===== src/sv/fap_pkg.sv =====
// Package for the first-fit page allocator.
// Holds result status codes and register map constants; no dependencies.
`default_nettype none

package fap_pkg;

  localparam int LEN_W = 16;
  localparam int LEN_CMP_W = LEN_W + 1;
  localparam int LIMIT_W = 7;
  localparam int APB_ADDR_W = 3;
  localparam int APB_DATA_W = 32;

  // register index, taken from paddr[2]
  localparam logic REG_PAGE_LIMIT = 1'b0;
  localparam logic [LIMIT_W-1:0] PAGE_LIMIT_RESET = 7'd64;

  typedef enum logic [1:0] {
    ST_OK          = 2'd0,
    ST_TOO_LONG    = 2'd1,
    ST_NO_CAPACITY = 2'd2
  } status_t;

endpackage

`default_nettype wire


===== src/sv/fap_ram.sv =====
// Generic single-write, single-read RAM with registered read data.
// No package dependencies.
`default_nettype none

module fap_ram #(
  parameter int WIDTH = 13,
  parameter int DEPTH = 64
) (
  input  wire logic                                      clk,
  input  wire logic                                      we,
  input  wire logic [(DEPTH > 1 ? $clog2(DEPTH) : 1)-1:0] waddr,
  input  wire logic [WIDTH-1:0]                          wdata,
  input  wire logic [(DEPTH > 1 ? $clog2(DEPTH) : 1)-1:0] raddr,
  output logic      [WIDTH-1:0]                          rdata
);

  logic [WIDTH-1:0] mem [DEPTH];

  always_ff @(posedge clk) begin
    if (we) begin
      mem[waddr] <= wdata;
    end
    rdata <= mem[raddr];
  end

endmodule

`default_nettype wire


===== src/sv/first_fit_page_allocator.sv =====
// First-fit page allocator top level: APB register, request FSM, result register.
// Depends on fap_pkg and fap_ram (space remaining per page).
//
//   channel   signals                                    direction
//   request   in_valid/in_ready, request_length          in
//   result    out_valid/out_ready, status, page_index,   out
//             byte_offset, open_page_count
//   config    psel/penable/pwrite/paddr/pwdata/prdata    APB
//
// A request that is too long, or that comes when no page is open yet, goes
// from IDLE straight to FINISH; else the scan reads one space entry per cycle from the
// RAM's single read port. One request is in flight at a time; the next one is
// taken while the previous result still waits in the output register.
// Reset clears the open count and sets page_limit to 64; the space RAM is not
// cleared, since only entries of opened pages are used.
`default_nettype none

module first_fit_page_allocator
  import fap_pkg::*;
#(
  parameter int PAGE_BYTES = 4096,
  parameter int MAX_PAGES  = 64
) (
  input  wire logic                                            clk,
  input  wire logic                                            rst,
  input  wire logic                                            in_valid,
  output logic                                                 in_ready,
  input  wire logic [LEN_W-1:0]                                request_length,
  output logic                                                 out_valid,
  input  wire logic                                            out_ready,
  output logic [1:0]                                           status,
  output logic [(MAX_PAGES > 1 ? $clog2(MAX_PAGES) : 1)-1:0]   page_index,
  output logic [$clog2(PAGE_BYTES + 1)-1:0]                    byte_offset,
  output logic [$clog2(MAX_PAGES + 1)-1:0]                     open_page_count,
  input  wire logic                                            psel,
  input  wire logic                                            penable,
  input  wire logic                                            pwrite,
  input  wire logic [APB_ADDR_W-1:0]                           paddr,
  input  wire logic [APB_DATA_W-1:0]                           pwdata,
  output logic [APB_DATA_W-1:0]                                prdata,
  output logic                                                 pready
);

  localparam int IW = (MAX_PAGES > 1) ? $clog2(MAX_PAGES) : 1;
  localparam int CW = $clog2(MAX_PAGES + 1);
  localparam int SW = $clog2(PAGE_BYTES + 1);
  localparam int LCW = (CW > LIMIT_W) ? CW : LIMIT_W;

  typedef enum logic [1:0] {IDLE, SCAN, FINISH} state_t;

  state_t              state;
  logic [LIMIT_W-1:0]  page_limit;
  logic [CW-1:0]       pages_open;
  logic [LEN_W-1:0]    len;
  logic [IW-1:0]       idx;
  logic [IW-1:0]       chosen;
  logic [SW-1:0]       space;
  status_t             result_status;
  logic                open_new;

  logic                ram_we;
  logic [IW-1:0]       ram_raddr;
  logic [SW-1:0]       ram_rdata;
  logic [SW-1:0]       space_next;
  logic                can_open;
  logic [LCW-1:0]      limit_eff;
  logic                fits;
  logic                scan_last;
  logic                fire;
  logic                cfg_write;

  // APB
  assign pready    = 1'b1;
  assign cfg_write = psel && penable && pwrite && pready;
  assign prdata    = (paddr[2] == REG_PAGE_LIMIT) ? APB_DATA_W'(page_limit) : '0;

  // saturate the limit at the array depth
  assign limit_eff = (LCW'(page_limit) > LCW'(MAX_PAGES)) ? LCW'(MAX_PAGES)
                                                          : LCW'(page_limit);
  assign can_open  = LCW'(pages_open) < limit_eff;

  assign fits      = LEN_CMP_W'(ram_rdata) >= LEN_CMP_W'(len);
  assign scan_last = (CW'(idx) + CW'(1)) == pages_open;

  assign in_ready  = (state == IDLE);
  assign fire      = (state == FINISH) && (!out_valid || out_ready);

  // scan reads run one entry ahead of the compare
  assign ram_raddr  = (state == IDLE) ? '0 : idx + IW'(1);
  assign ram_we     = fire && (result_status == ST_OK);
  assign space_next = space - SW'(len);

  fap_ram #(
    .WIDTH (SW),
    .DEPTH (MAX_PAGES)
  ) u_space (
    .clk   (clk),
    .we    (ram_we),
    .waddr (chosen),
    .wdata (space_next),
    .raddr (ram_raddr),
    .rdata (ram_rdata)
  );

  always_ff @(posedge clk) begin
    if (rst) begin
      state      <= IDLE;
      page_limit <= PAGE_LIMIT_RESET;
      pages_open <= '0;
      out_valid  <= 1'b0;
    end else begin
      if (cfg_write && paddr[2] == REG_PAGE_LIMIT) begin
        page_limit <= pwdata[LIMIT_W-1:0];
      end

      if (out_valid && out_ready && !fire) begin
        out_valid <= 1'b0;
      end

      unique case (state)
        IDLE: begin
          if (in_valid) begin
            len      <= request_length;
            idx      <= '0;
            open_new <= 1'b0;
            if (LEN_CMP_W'(request_length) > LEN_CMP_W'(PAGE_BYTES)) begin
              result_status <= ST_TOO_LONG;
              state         <= FINISH;
            end else if (pages_open == '0) begin
              chosen        <= '0;
              space         <= SW'(PAGE_BYTES);
              open_new      <= can_open;
              result_status <= can_open ? ST_OK : ST_NO_CAPACITY;
              state         <= FINISH;
            end else begin
              state <= SCAN;
            end
          end
        end

        SCAN: begin
          if (fits) begin
            chosen        <= idx;
            space         <= ram_rdata;
            result_status <= ST_OK;
            state         <= FINISH;
          end else if (scan_last) begin
            chosen        <= IW'(pages_open);
            space         <= SW'(PAGE_BYTES);
            open_new      <= can_open;
            result_status <= can_open ? ST_OK : ST_NO_CAPACITY;
            state         <= FINISH;
          end else begin
            idx <= idx + IW'(1);
          end
        end

        FINISH: begin
          if (fire) begin
            out_valid <= 1'b1;
            status    <= result_status;
            if (result_status == ST_OK) begin
              page_index  <= chosen;
              byte_offset <= SW'(PAGE_BYTES) - space;
            end else begin
              page_index  <= '0;
              byte_offset <= '0;
            end
            if (open_new) begin
              pages_open      <= pages_open + CW'(1);
              open_page_count <= pages_open + CW'(1);
            end else begin
              open_page_count <= pages_open;
            end
            state <= IDLE;
          end
        end

        default: state <= IDLE;
      endcase
    end
  end

endmodule

`default_nettype wire


===== config.mk =====
export PLATFORM = sky130hd
export DESIGN_NAME = first_fit_page_allocator
export DESIGN_NICKNAME = d
export VERILOG_FILES = /design/src/sv/fap_pkg.sv /design/src/sv/fap_ram.sv /design/src/sv/first_fit_page_allocator.sv
export SDC_FILE = /design/constraint.sdc
export NUM_CORES = 1
export LEC_CHECK = 0
export BUFFER_PORTS_ARGS = -buffer_cell sky130_fd_sc_hd__buf_2
export CAP_MARGIN = 40
export CELL_PAD_IN_SITES_DETAIL_PLACEMENT = 0
export CELL_PAD_IN_SITES_GLOBAL_PLACEMENT = 1
export CORE_ASPECT_RATIO = 0.75
export CORE_MARGIN = 4
export CORE_UTILIZATION = 48
export CTS_BUF_LIST = sky130_fd_sc_hd__clkbuf_16
export DETAILED_ROUTE_END_ITERATION = 8
export PLACE_DENSITY = 0.74
export SLEW_MARGIN = 10
export SYNTH_ARGS = -nofsm -noshare
export SYNTH_HDL_FRONTEND = slang
export SYNTH_SLANG_ARGS = --single-unit

===== constraint.sdc =====
create_clock -name clk -period 4.05 [get_ports clk]
set_input_delay 0.81 -clock clk [delete_from_list [all_inputs] [get_ports clk]]
set_output_delay 0.81 -clock clk [all_outputs]
set_load 0.05 [all_outputs]

After elaboration in Yosys (flattened, before gate mapping)
Memory sizes are Yosys's and may differ from the RTL's. A register that Yosys moved wholly into a read port is not among the register bits.
Cells that the tools add are included.
{"block": "totals", "output_inout_bits": 63, "word_cells": 105, "inputBits": 58, "n_memories": 1, "ramBits": 832, "reg_bits": 89}
{"name": "u_space.mem", "words": 64, "width": 13, "read_ports": 1, "rd_clocked_by_memory_dff": 1, "wr": 1, "line_no": "fap_ram.sv:17", "rtl": "logic [WIDTH-1:0] mem [DEPTH];"}
{"block": "classes", "mux": 45, "bitwise_logic": 2, "eq_ne": 12, "magnitude_cmp": 4, "addsub": 5, "n_reduce_logical": 22}
{"operator": "13-bit 2-to-1 mux", "count": 5}
{"operator": "6-bit 2-to-1 mux", "count": 9}
{"operator": "13-bit one-hot mux with 2 select lines", "count": 1}
{"operator": "2-bit 2-to-1 mux", "count": 12}
{"operator": "6-bit one-hot mux with 2 select lines", "count": 2}
{"operator": "7-bit 2-to-1 mux", "count": 3}
{"operator": "13-bit by 16-bit >= comparator with 1-bit output", "count": 1}
{"operator": "16-bit by 13-bit greater-than comparator with 1-bit output, second input constant", "count": 1}
{"operator": "5-bit AND reduction", "count": 3}
{"operator": "13-bit subtractor", "count": 1}
{"operator": "13-bit subtractor, first input constant", "count": 1}
{"operator": "2-bit inequality test, second input constant", "count": 6}
{"operator": "1-bit 2-to-1 mux", "count": 10}
{"operator": "3-bit AND reduction", "count": 3}
{"operator": "6-bit by 1-bit adder with 7-bit output, second input constant", "count": 1}
{"operator": "7-bit by 1-bit adder with 7-bit output, second input constant", "count": 1}
{"operator": "7-bit equality test", "count": 1}
{"operator": "7-bit greater-than comparator, second input constant", "count": 1}
{"operator": "1-bit logical AND", "count": 7}
{"operator": "7-bit zero test", "count": 1}
{"operator": "7-bit less-than comparator", "count": 1}
{"operator": "6-bit by 1-bit adder with 6-bit output, second input constant", "count": 1}
{"operator": "2-bit one-hot mux with 3 select lines", "count": 1}
{"operator": "6-bit AND reduction", "count": 1}
{"operator": "13 further kinds", "count": 16}

Depth between registers and ports, before layout
Gate-level depths: netlist (run 1).
{"block": "logic_depth", "depth_word": 8, "ltp_mapped": 13, "depth_no_buf": 10}

By module
From an unflattened synthesis (run 1), not the netlist that was laid out.
{"block": "hier_totals", "hier_cells": 1890, "hier_area_um2": 37452.2}
{"module": "fap_ram", "n_inst": 1, "area_each_um2": 32344.8, "cells_per_inst": 1402}
{"module": "first_fit_page_allocator", "n_inst": 1, "area_each_um2": 5107.4, "cells_per_inst": 488}

Least setup slack after synthesis (run 1)
Ideal clock, no wire load.
{"block": "synth_path", "path_type": "reg2reg", "from": "register len[0]", "to": "memory u_space.mem[0][12] (data pin)", "slack_ns": -0.252, "stages_incl_launch_ff": 10, "required_time_ns": 3.483, "path_buffers": 0, "t_arrival_ns": 3.735, "path_cell_list": "edfxtp_1 ha_1 fa_1 nor2b_1 o21ai_0 a21boi_0 o21bai_1 a21boi_0 o41ai_1 xnor2_1"}
{"block": "synth_via", "elab_chain_len": 1}
{"item": "start, declared", "line_no": "first_fit_page_allocator.sv:54", "rtl": "logic [LEN_W-1:0] len;"}
{"item": "start signal, assigned", "line_no": "first_fit_page_allocator.sv:123", "rtl": "len <= request_length;"}
{"item": "13-bit subtractor", "line_no": "first_fit_page_allocator.sv:91", "rtl": "assign space_next = space - SW'(len);"}
{"item": "via space_next[12]", "line_no": "first_fit_page_allocator.sv:64", "rtl": "logic [SW-1:0] space_next;"}
{"item": "end, declared", "line_no": "fap_ram.sv:17"}
The timed path passes the listed nets, and every way through them passes these cells.

Worst setup path after layout (run 1)
{"block": "layout_path", "from": "register space[0]", "to": "memory u_space.mem[32][12] (data pin)"}
{"block": "layout_via", "elab_chain_len": 1}
{"item": "start, declared", "line_no": "first_fit_page_allocator.sv:57", "rtl": "logic [SW-1:0] space;"}
{"item": "start signal, assigned", "line_no": "first_fit_page_allocator.sv:131", "rtl": "space <= SW'(PAGE_BYTES);"}
{"item": "start signal, assigned", "line_no": "first_fit_page_allocator.sv:144", "rtl": "space <= ram_rdata;"}
{"item": "start signal, assigned", "line_no": "first_fit_page_allocator.sv:149", "rtl": "space <= SW'(PAGE_BYTES);"}
{"item": "13-bit subtractor", "line_no": "first_fit_page_allocator.sv:91"}
{"item": "via space_next[12]", "line_no": "first_fit_page_allocator.sv:64"}
The timed path passes the listed nets, and every way through them passes these cells.

==> reports/qor.csv, run 1 <==
metric,value,unit
vias in the first global route,21110,
GPL Wtd Cong,0.885,
die height,251,um
source of the worst register-to-register timing path,space[0]$_SDFFCE_PN0P_,
standard cell with the maximum stage delay on the critical path,sky130_fd_sc_hd__xnor2_4,
count of placed standard cells including taps,3368,
number of non-filler instances in the completed layout,3528,
HPWL after detailed placement,59200,um
peak per-stage delay on the critical path,720,ps
"Setup Fix Bufs, Post-CTS",0,
leakage power figure,14.3,nW
Reg2Reg Setup Slack,210,ps
category of the worst setup path launch point,register,
Slew Limit Headroom,37.7,%
clock network latency to the later pin of the worst-skew pair,660,ps
Syn-to-layout area delta,13.6,%
maximum vdd ir drop,0.358,mV
Multi-input gate area,9310,um^2
reg2reg end,u_space.mem[32][12]$_DFFE_PP_,
DR vias/cell,6.21,
area occupied by registers,27700,um^2
remaining antenna violation count,0,
number of DRC violations after detailed routing,0,
clock input transition at the sequential cells of the worst setup and hold paths,60,ps
RSZ-0062 raised after global routing,false,
largest net degree at the start of global routing,106,
total of fill cells in the finished design,5929,
crit-path cells,inv_1 > ha_1 > fa_1 > nor2b_1 > o21ai_0 > a21boi_0 > o21bai_1 > a21boi_0 > o41ai_1 > buf_4 > xnor2_4 > buf_4,
Finished Core Util,55.4,%
fin nets,2514,
number of gates on the worst path with buffers counted,12,
clock root buffer,sky130_fd_sc_hd__clkbuf_16,
average footprint of a synthesized cell,16.6,um^2
Final Critical Period,3840,ps
routed wire length,96900,um
cell area after synthesis,37800,um^2
antenna violations before repair,3,
met3 Track Usage GR,5.44,%
Worst Tran Pin Value,935,ps
worst r2r path cells,12,
GR Util All Layers,22.7,%
die width,332,um
remaining global-route overflow,0,
overall die area,83300,um^2
routed wirelength normalized by instance count,27.5,um
setup violation total in the final timing report,0,
highest fanout seen on the critical path,19,
CTS max path bufs,3,
"top cells by area, synth","sky130_fd_sc_hd__edfxtp_1, sky130_fd_sc_hd__mux2_2, sky130_fd_sc_hd__a222oi_1",
post-synthesis sequential area ratio,73.5,%
total power density per cell area,464,nW/um^2
count of hold-fix buffers inserted at cts,0,
Crit Path Category,register to register,
floorplan row count,88,
H-Tree Depth,3,
Gate Count Post-Synth,2271,
crit path DAT,4330,ps
number of instances resized during post-cts repair,0,
count of yosys warnings during synthesis,0,
number of synthesized flops with an enable pin,904,
post-synthesis sequential element count,934,
maximum frequency from static timing analysis,0.260,GHz
share of the clock period used by the worst path after layout,94.9,%
end of the worst hold path,len[15]$_DFFE_PP_,
layout cells sized above 1,22.2,%
clock tree skew after final layout,24.0,ps
Top-Level Pins,121,
crit end category,register,
cell depth of the worst min-delay path,1,
clock tree sinks,934,
crit path buf inv count,3,
clock tree from TritonCTS,done,
worst slack on hold paths,355,ps
final count of hold timing violations,0,
outcome,completed,
Critical Path RT,4540,ps
core region area,77400,um^2
Max-Cap Viols,0,
global-route track usage on met2,33.2,%
fraction of synthesized cell area taken by the top area cell type,71.9,%
initial core utilization,48.8,%
class of the worst hold path,input pin to register,
total of buffers placed on input and output ports,67,
first-pass iteration count of the detailed router,9,
flip-flop cell with the highest count after synthesis,sky130_fd_sc_hd__edfxtp_1,
post-synthesis cell type with the largest combined area,sky130_fd_sc_hd__edfxtp_1,
number of buffers created by CTS,85,
vias after detailed routing,21892,
Min-Delay Startpoint,request_length[15],
GR Layer Usage met1,34.2,%
CP top delay family,compound AO/OA/AOI/OAI gates,
"Most Used Layer, Global Route",met1,
post-synthesis async set-or-reset flop share,0,%
Max Transition Viols Final,0,
violation count after the first detailed-route iteration,3345,
first-pass GRT wire length,142000,um
Total Neg Setup Slack,0,ps
library cells used by synthesis,81,
cells by family (layout without fill, tap and decap cells):
kind of cell	Yosys count	in the layout	share of synthesized area [%]
adders and majority gates	36	36	1.21
buffers and inverters	201	398	2.73
DFF	934	934	73.5
other	2	27	0.0199
AOI/OAI and AO/OA	377	377	8.06
and+or+nand+nor	430	430	5.39
muxes	255	255	8.22
xor gates and xnor gates	36	36	0.911
sequential cells by signal, summed over array words and instances (netlist names), 7 cells and up:
name and flops:
byte_offset 13, page_limit 7, u_space.rdata 13, space 13
open_page_count 7, pages_open 7, u_space.mem 832, len 16
per-stage QoR:
step	total power [mW]	worst slack, ps	area [um^2]
floorplan	11.6	100	37900
finish	19.9	207	42900
global placement	12.0	386	40100
detailed placement	12.0	348	40100
global route	20.5	21.8	42900
CTS	20.0	303	42900
worst reg2reg max path, delay by kind of cell (launching register included):
family | cells | cell delay, ps
AOI/OAI and AO/OA | 5 | 1260
buffers and inverters | 3 | 580
adders and majority gates | 2 | 650
xor gates and xnor gates | 1 | 720
DFF | 1 | 350
and+or+nand+nor | 1 | 120
report_power, final:
group | internal [mW] | switching, mW
logic | 0.356 | 0.810
registers | 10.6 | 0.0330
clock network | 4.48 | 3.56
total | 15.5 | 4.40
layout by cell type, fill, tap and decap left out, drive strengths merged, types with 26 or more instances in the layout:
cell type,count
nand3,35
inv,52
nor2,141
or3,27
a21oi,28
a31oi,28
o21ai,48
edfxtp,904
dfxtp,30
mux2i,67
clkinv,41
buf,208
a222oi,146
mux4,28
mux2,160
ha,35
o211ai,31
nand2,111
clkbuf,86
conb,26
layer usage:
layer  vias up  part of all wire, %
met5         -                0.013
met4         2                  2.6
met3       153                  9.9
met2      1131                   44
met1     11190                   43
li1       9416                    -
area by class of cell:
type                       instances  share of cell area, %
clock inverter                    73                   1.50
tap                             1035                   3.02
clock buffer                      86                   5.02
multi-input combinational       1160                   21.7
antenna                            1                0.00583
timing repair buffer             208                   3.78
sequential                       934                   64.7
inverter                          31                  0.283
worst max-delay path by stage:
stage | endpoint | from | slack (ps)
floorplan | u_space.mem[0][11]$_DFFE_PP_ | len[1]$_DFFE_PP_ | 100
global placement | u_space.mem[38][12]$_DFFE_PP_ | len[0]$_DFFE_PP_ | 390
detailed placement | u_space.mem[39][12]$_DFFE_PP_ | space[0]$_SDFFCE_PN0P_ | 350
CTS | u_space.mem[32][12]$_DFFE_PP_ | space[0]$_SDFFCE_PN0P_ | 300
global route | u_space.mem[32][12]$_DFFE_PP_ | space[0]$_SDFFCE_PN0P_ | 20
finish | u_space.mem[32][12]$_DFFE_PP_ | space[0]$_SDFFCE_PN0P_ | 210
Yosys cell counts (all sizes together), types with 22 or more instances:
master	number
ha	35
edfxtp	904
buf	111
nor2	141
o211ai	31
inv	29
nand2	111
a31oi	28
nor3	22
mux2i	67
dfxtp	30
clkbuf	59
a21oi	28
nand3	35
xnor2	22
and2	22
o21ai	48
mux2	160
a222oi	146
or3	27
mux4	28
No activity file was read; power rests on OpenSTA's default activity.
==> run 2, diff against run 1 <==
--- a/config.mk
+++ b/config.mk
@@ -12,7 +12,6 @@
 export CORE_ASPECT_RATIO = 0.75
 export CORE_MARGIN = 4
 export CORE_UTILIZATION = 48
-export CTS_BUF_LIST = sky130_fd_sc_hd__clkbuf_16
 export DETAILED_ROUTE_END_ITERATION = 8
 export PLACE_DENSITY = 0.74
 export SLEW_MARGIN = 10
==> run 2 against run 1 <==
Effect of this change: combinational power about the same; clock skew is 2.4 ps lower; final cell count did not move; wire length is essentially flat; clock power is 0.7% higher; via count hardly changed; worst hold slack got worse by 2.0 ps; utilization about the same.
==> reports/qor.csv, run 2 (synthesis gave the netlist of run 1 again) <==
metric,value,unit,change
total power density per cell area,465,nW/um^2,+0.26%
outcome,completed,,
Top-Level Pins,121,,unchanged
number of DRC violations after detailed routing,0,,unchanged
number of non-filler instances in the completed layout,3528,,unchanged
finished layout cell area,42900,um^2,about the same
first-pass iteration count of the detailed router,8,,-1
GPL Wtd Cong,0.885,,unchanged
Total Neg Setup Slack,0,ps,unchanged
RSZ-0062 raised after global routing,false,,
Final Critical Period,3860,ps,+12.6 ps
fin nets,2514,,unchanged
GR Util All Layers,22.7,%,about the same
Largest register FFs,832,,unchanged
vias in the first global route,21114,,+0.019%
maximum frequency from static timing analysis,0.259,GHz,-0.33%
floorplan row count,88,,unchanged
clock tree skew after final layout,21.6,ps,-2.41 ps
routed wire length,96900,um,about the same
HPWL after detailed placement,59200,um,unchanged
crit end category,register,,
maximum vdd ir drop,0.360,mV,+0.67%
Crit Path Category,register to register,,
remaining global-route overflow,0,,unchanged
Reg2Reg Setup Slack,190,ps,about the same
die height,251,um,unchanged
total of fill cells in the finished design,5926,,-0.051%
clock tree from TritonCTS,done,,
Syn-to-layout area delta,13.6,%,about the same
overall die area,83300,um^2,unchanged
layout cells sized above 1,22.3,%,+0.040 points
count of placed standard cells including taps,3368,,unchanged
DR vias/cell,6.21,,about the same
remaining antenna violation count,0,,unchanged
share of the clock period used by the worst path after layout,95.2,%,+0.31 points
Area after DPL,40100,um^2,unchanged
antenna violations before repair,3,,unchanged
crit path DAT,4350,ps,+20 ps
Max Transition Viols Final,0,,unchanged
highest fanout seen on the critical path,19,,unchanged
CTS max path bufs,3,,unchanged
Max-Cap Viols,0,,unchanged
violation count after the first detailed-route iteration,3357,,+0.36%
clock network latency to the later pin of the worst-skew pair,650,ps,about the same
"commonest non-fill, non-tap cell in the layout",sky130_fd_sc_hd__edfxtp_1,,
Worst Tran Pin Value,953,ps,+18.2 ps
reg2reg end,u_space.mem[39][12]$_DFFE_PP_,,
Slew Limit Headroom,36.5,%,-1.2 points
final count of hold timing violations,0,,unchanged
cell depth of the worst min-delay path,1,,unchanged
die width,332,um,unchanged
count of hold-fix buffers inserted at cts,0,,unchanged
Critical Path RT,4540,ps,about the same
crit-path cells,inv_1 > ha_1 > fa_1 > nor2b_1 > o21ai_0 > a21boi_0 > o21bai_1 > a21boi_0 > o41ai_1 > buf_4 > xnor2_4 > buf_4,,
category of the worst setup path launch point,register,,
register with the most flip-flops,u_space.mem,,
peak per-stage delay on the critical path,730,ps,about the same
clock tree sinks,934,,unchanged
"Setup Fix Bufs, Post-CTS",0,,unchanged
class of the worst hold path,input pin to register,,
clock input transition at the sequential cells of the worst setup and hold paths,60,ps,about the same
highest-count cells in the layout ignoring fill and taps,"sky130_fd_sc_hd__edfxtp_1, sky130_fd_sc_hd__mux2_2, sky130_fd_sc_hd__a222oi_1",,
leakage power figure,14.2,nW,-0.51%
initial core utilization,48.8,%,unchanged
core region area,77400,um^2,unchanged
vias after detailed routing,21895,,+0.014%
source of the worst register-to-register timing path,space[0]$_SDFFCE_PN0P_,,
H-Tree Depth,3,,unchanged
setup violation total in the final timing report,0,,unchanged
number of buffers created by CTS,85,,unchanged
top flop regs,"u_space.mem (832), len (16)",,
worst r2r path cells,12,,unchanged
largest net degree at the start of global routing,106,,unchanged
Min-Delay Startpoint,request_length[13],,
first-pass GRT wire length,142000,um,about the same
standard cell with the maximum stage delay on the critical path,sky130_fd_sc_hd__xnor2_4,,
end of the worst hold path,len[13]$_DFFE_PP_,,
routed wirelength normalized by instance count,27.5,um,about the same
total of buffers placed on input and output ports,67,,unchanged
number of instances resized during post-cts repair,0,,unchanged
clock root buffer,sky130_fd_sc_hd__clkbuf_16,,
worst slack on hold paths,353,ps,-2.00 ps
-- run 2: cell types whose count changed in the layout (fill, tap and decap cells not counted) --
cell and delta:
sky130_fd_sc_hd__clkinv_1 -1, sky130_fd_sc_hd__clkbuf_8 +1, sky130_fd_sc_hd__inv_1 -19, sky130_fd_sc_hd__clkbuf_1 +19
-- run 2: worst max path at each step --
stage	from	to	slack (ps)	depth (start not counted)
floorplan	len[1]$_DFFE_PP_	u_space.mem[0][11]$_DFFE_PP_	100	9
global placement	len[0]$_DFFE_PP_	u_space.mem[38][12]$_DFFE_PP_	390	11
detailed placement	space[0]$_SDFFCE_PN0P_	u_space.mem[39][12]$_DFFE_PP_	350	12
CTS	space[0]$_SDFFCE_PN0P_	u_space.mem[32][12]$_DFFE_PP_	300	12
global route	space[0]$_SDFFCE_PN0P_	u_space.mem[32][12]$_DFFE_PP_	20	12
finish	space[0]$_SDFFCE_PN0P_	u_space.mem[39][12]$_DFFE_PP_	190	12
-- run 2: per-stage QoR --
| step | util (%) | setup WS (ps) | total power [mW] |
|---|---|---|---|
| after floorplan | - | 100 | 11.6 |
| after global placement | 51.8 | 386 | 12.0 |
| after detailed placement | 51.8 | 348 | 12.0 |
| after CTS | 55.4 | 303 | 20.0 |
| after global routing | 55.4 | 21.9 | 20.6 |
| final | 55.4 | 194 | 19.9 |
-- run 2: area by class of cell --
type	count	area (um^2)	area share, %
clock inverter	53	569	1.33
timing repair buffer	208	1620	3.78
clock buffer	106	2240	5.21
tap	1035	1290	3.02
antenna	1	2.50	0.00583
multi-input combinational	1160	9310	21.7
sequential	934	27700	64.7
inverter	31	121	0.283
-- run 2: report_power, final --
| part | total, mW | switching (mW) | internal, mW |
|---|---|---|---|
| combinational | 1.17 | 0.810 | 0.356 |
| clock | 8.10 | 3.55 | 4.55 |
| sequential | 10.7 | 0.0330 | 10.6 |
| total | 19.9 | 4.39 | 15.5 |
-- run 2: metal layers --
metal / track usage (%) / up-vias / routed length [um]
met3: 5.44 / 165 / 9950
met5: 0 / - / 13
met2: 33.2 / 1179 / 42600
met4: 6.52 / 2 / 2650
met1: 34.2 / 11127 / 41600
li1: - / 9422 / -
-- run 2: critical path, delay by kind of cell, from the launching register on --
kind	cells	cell delay [ps]
XOR/XNOR	1	730
buffers and inverters	3	590
adder cells (fa/ha/maj)	2	650
AND/OR/NAND/NOR	1	120
flip-flops	1	350
AO/OA/AOI/OAI	5	1250
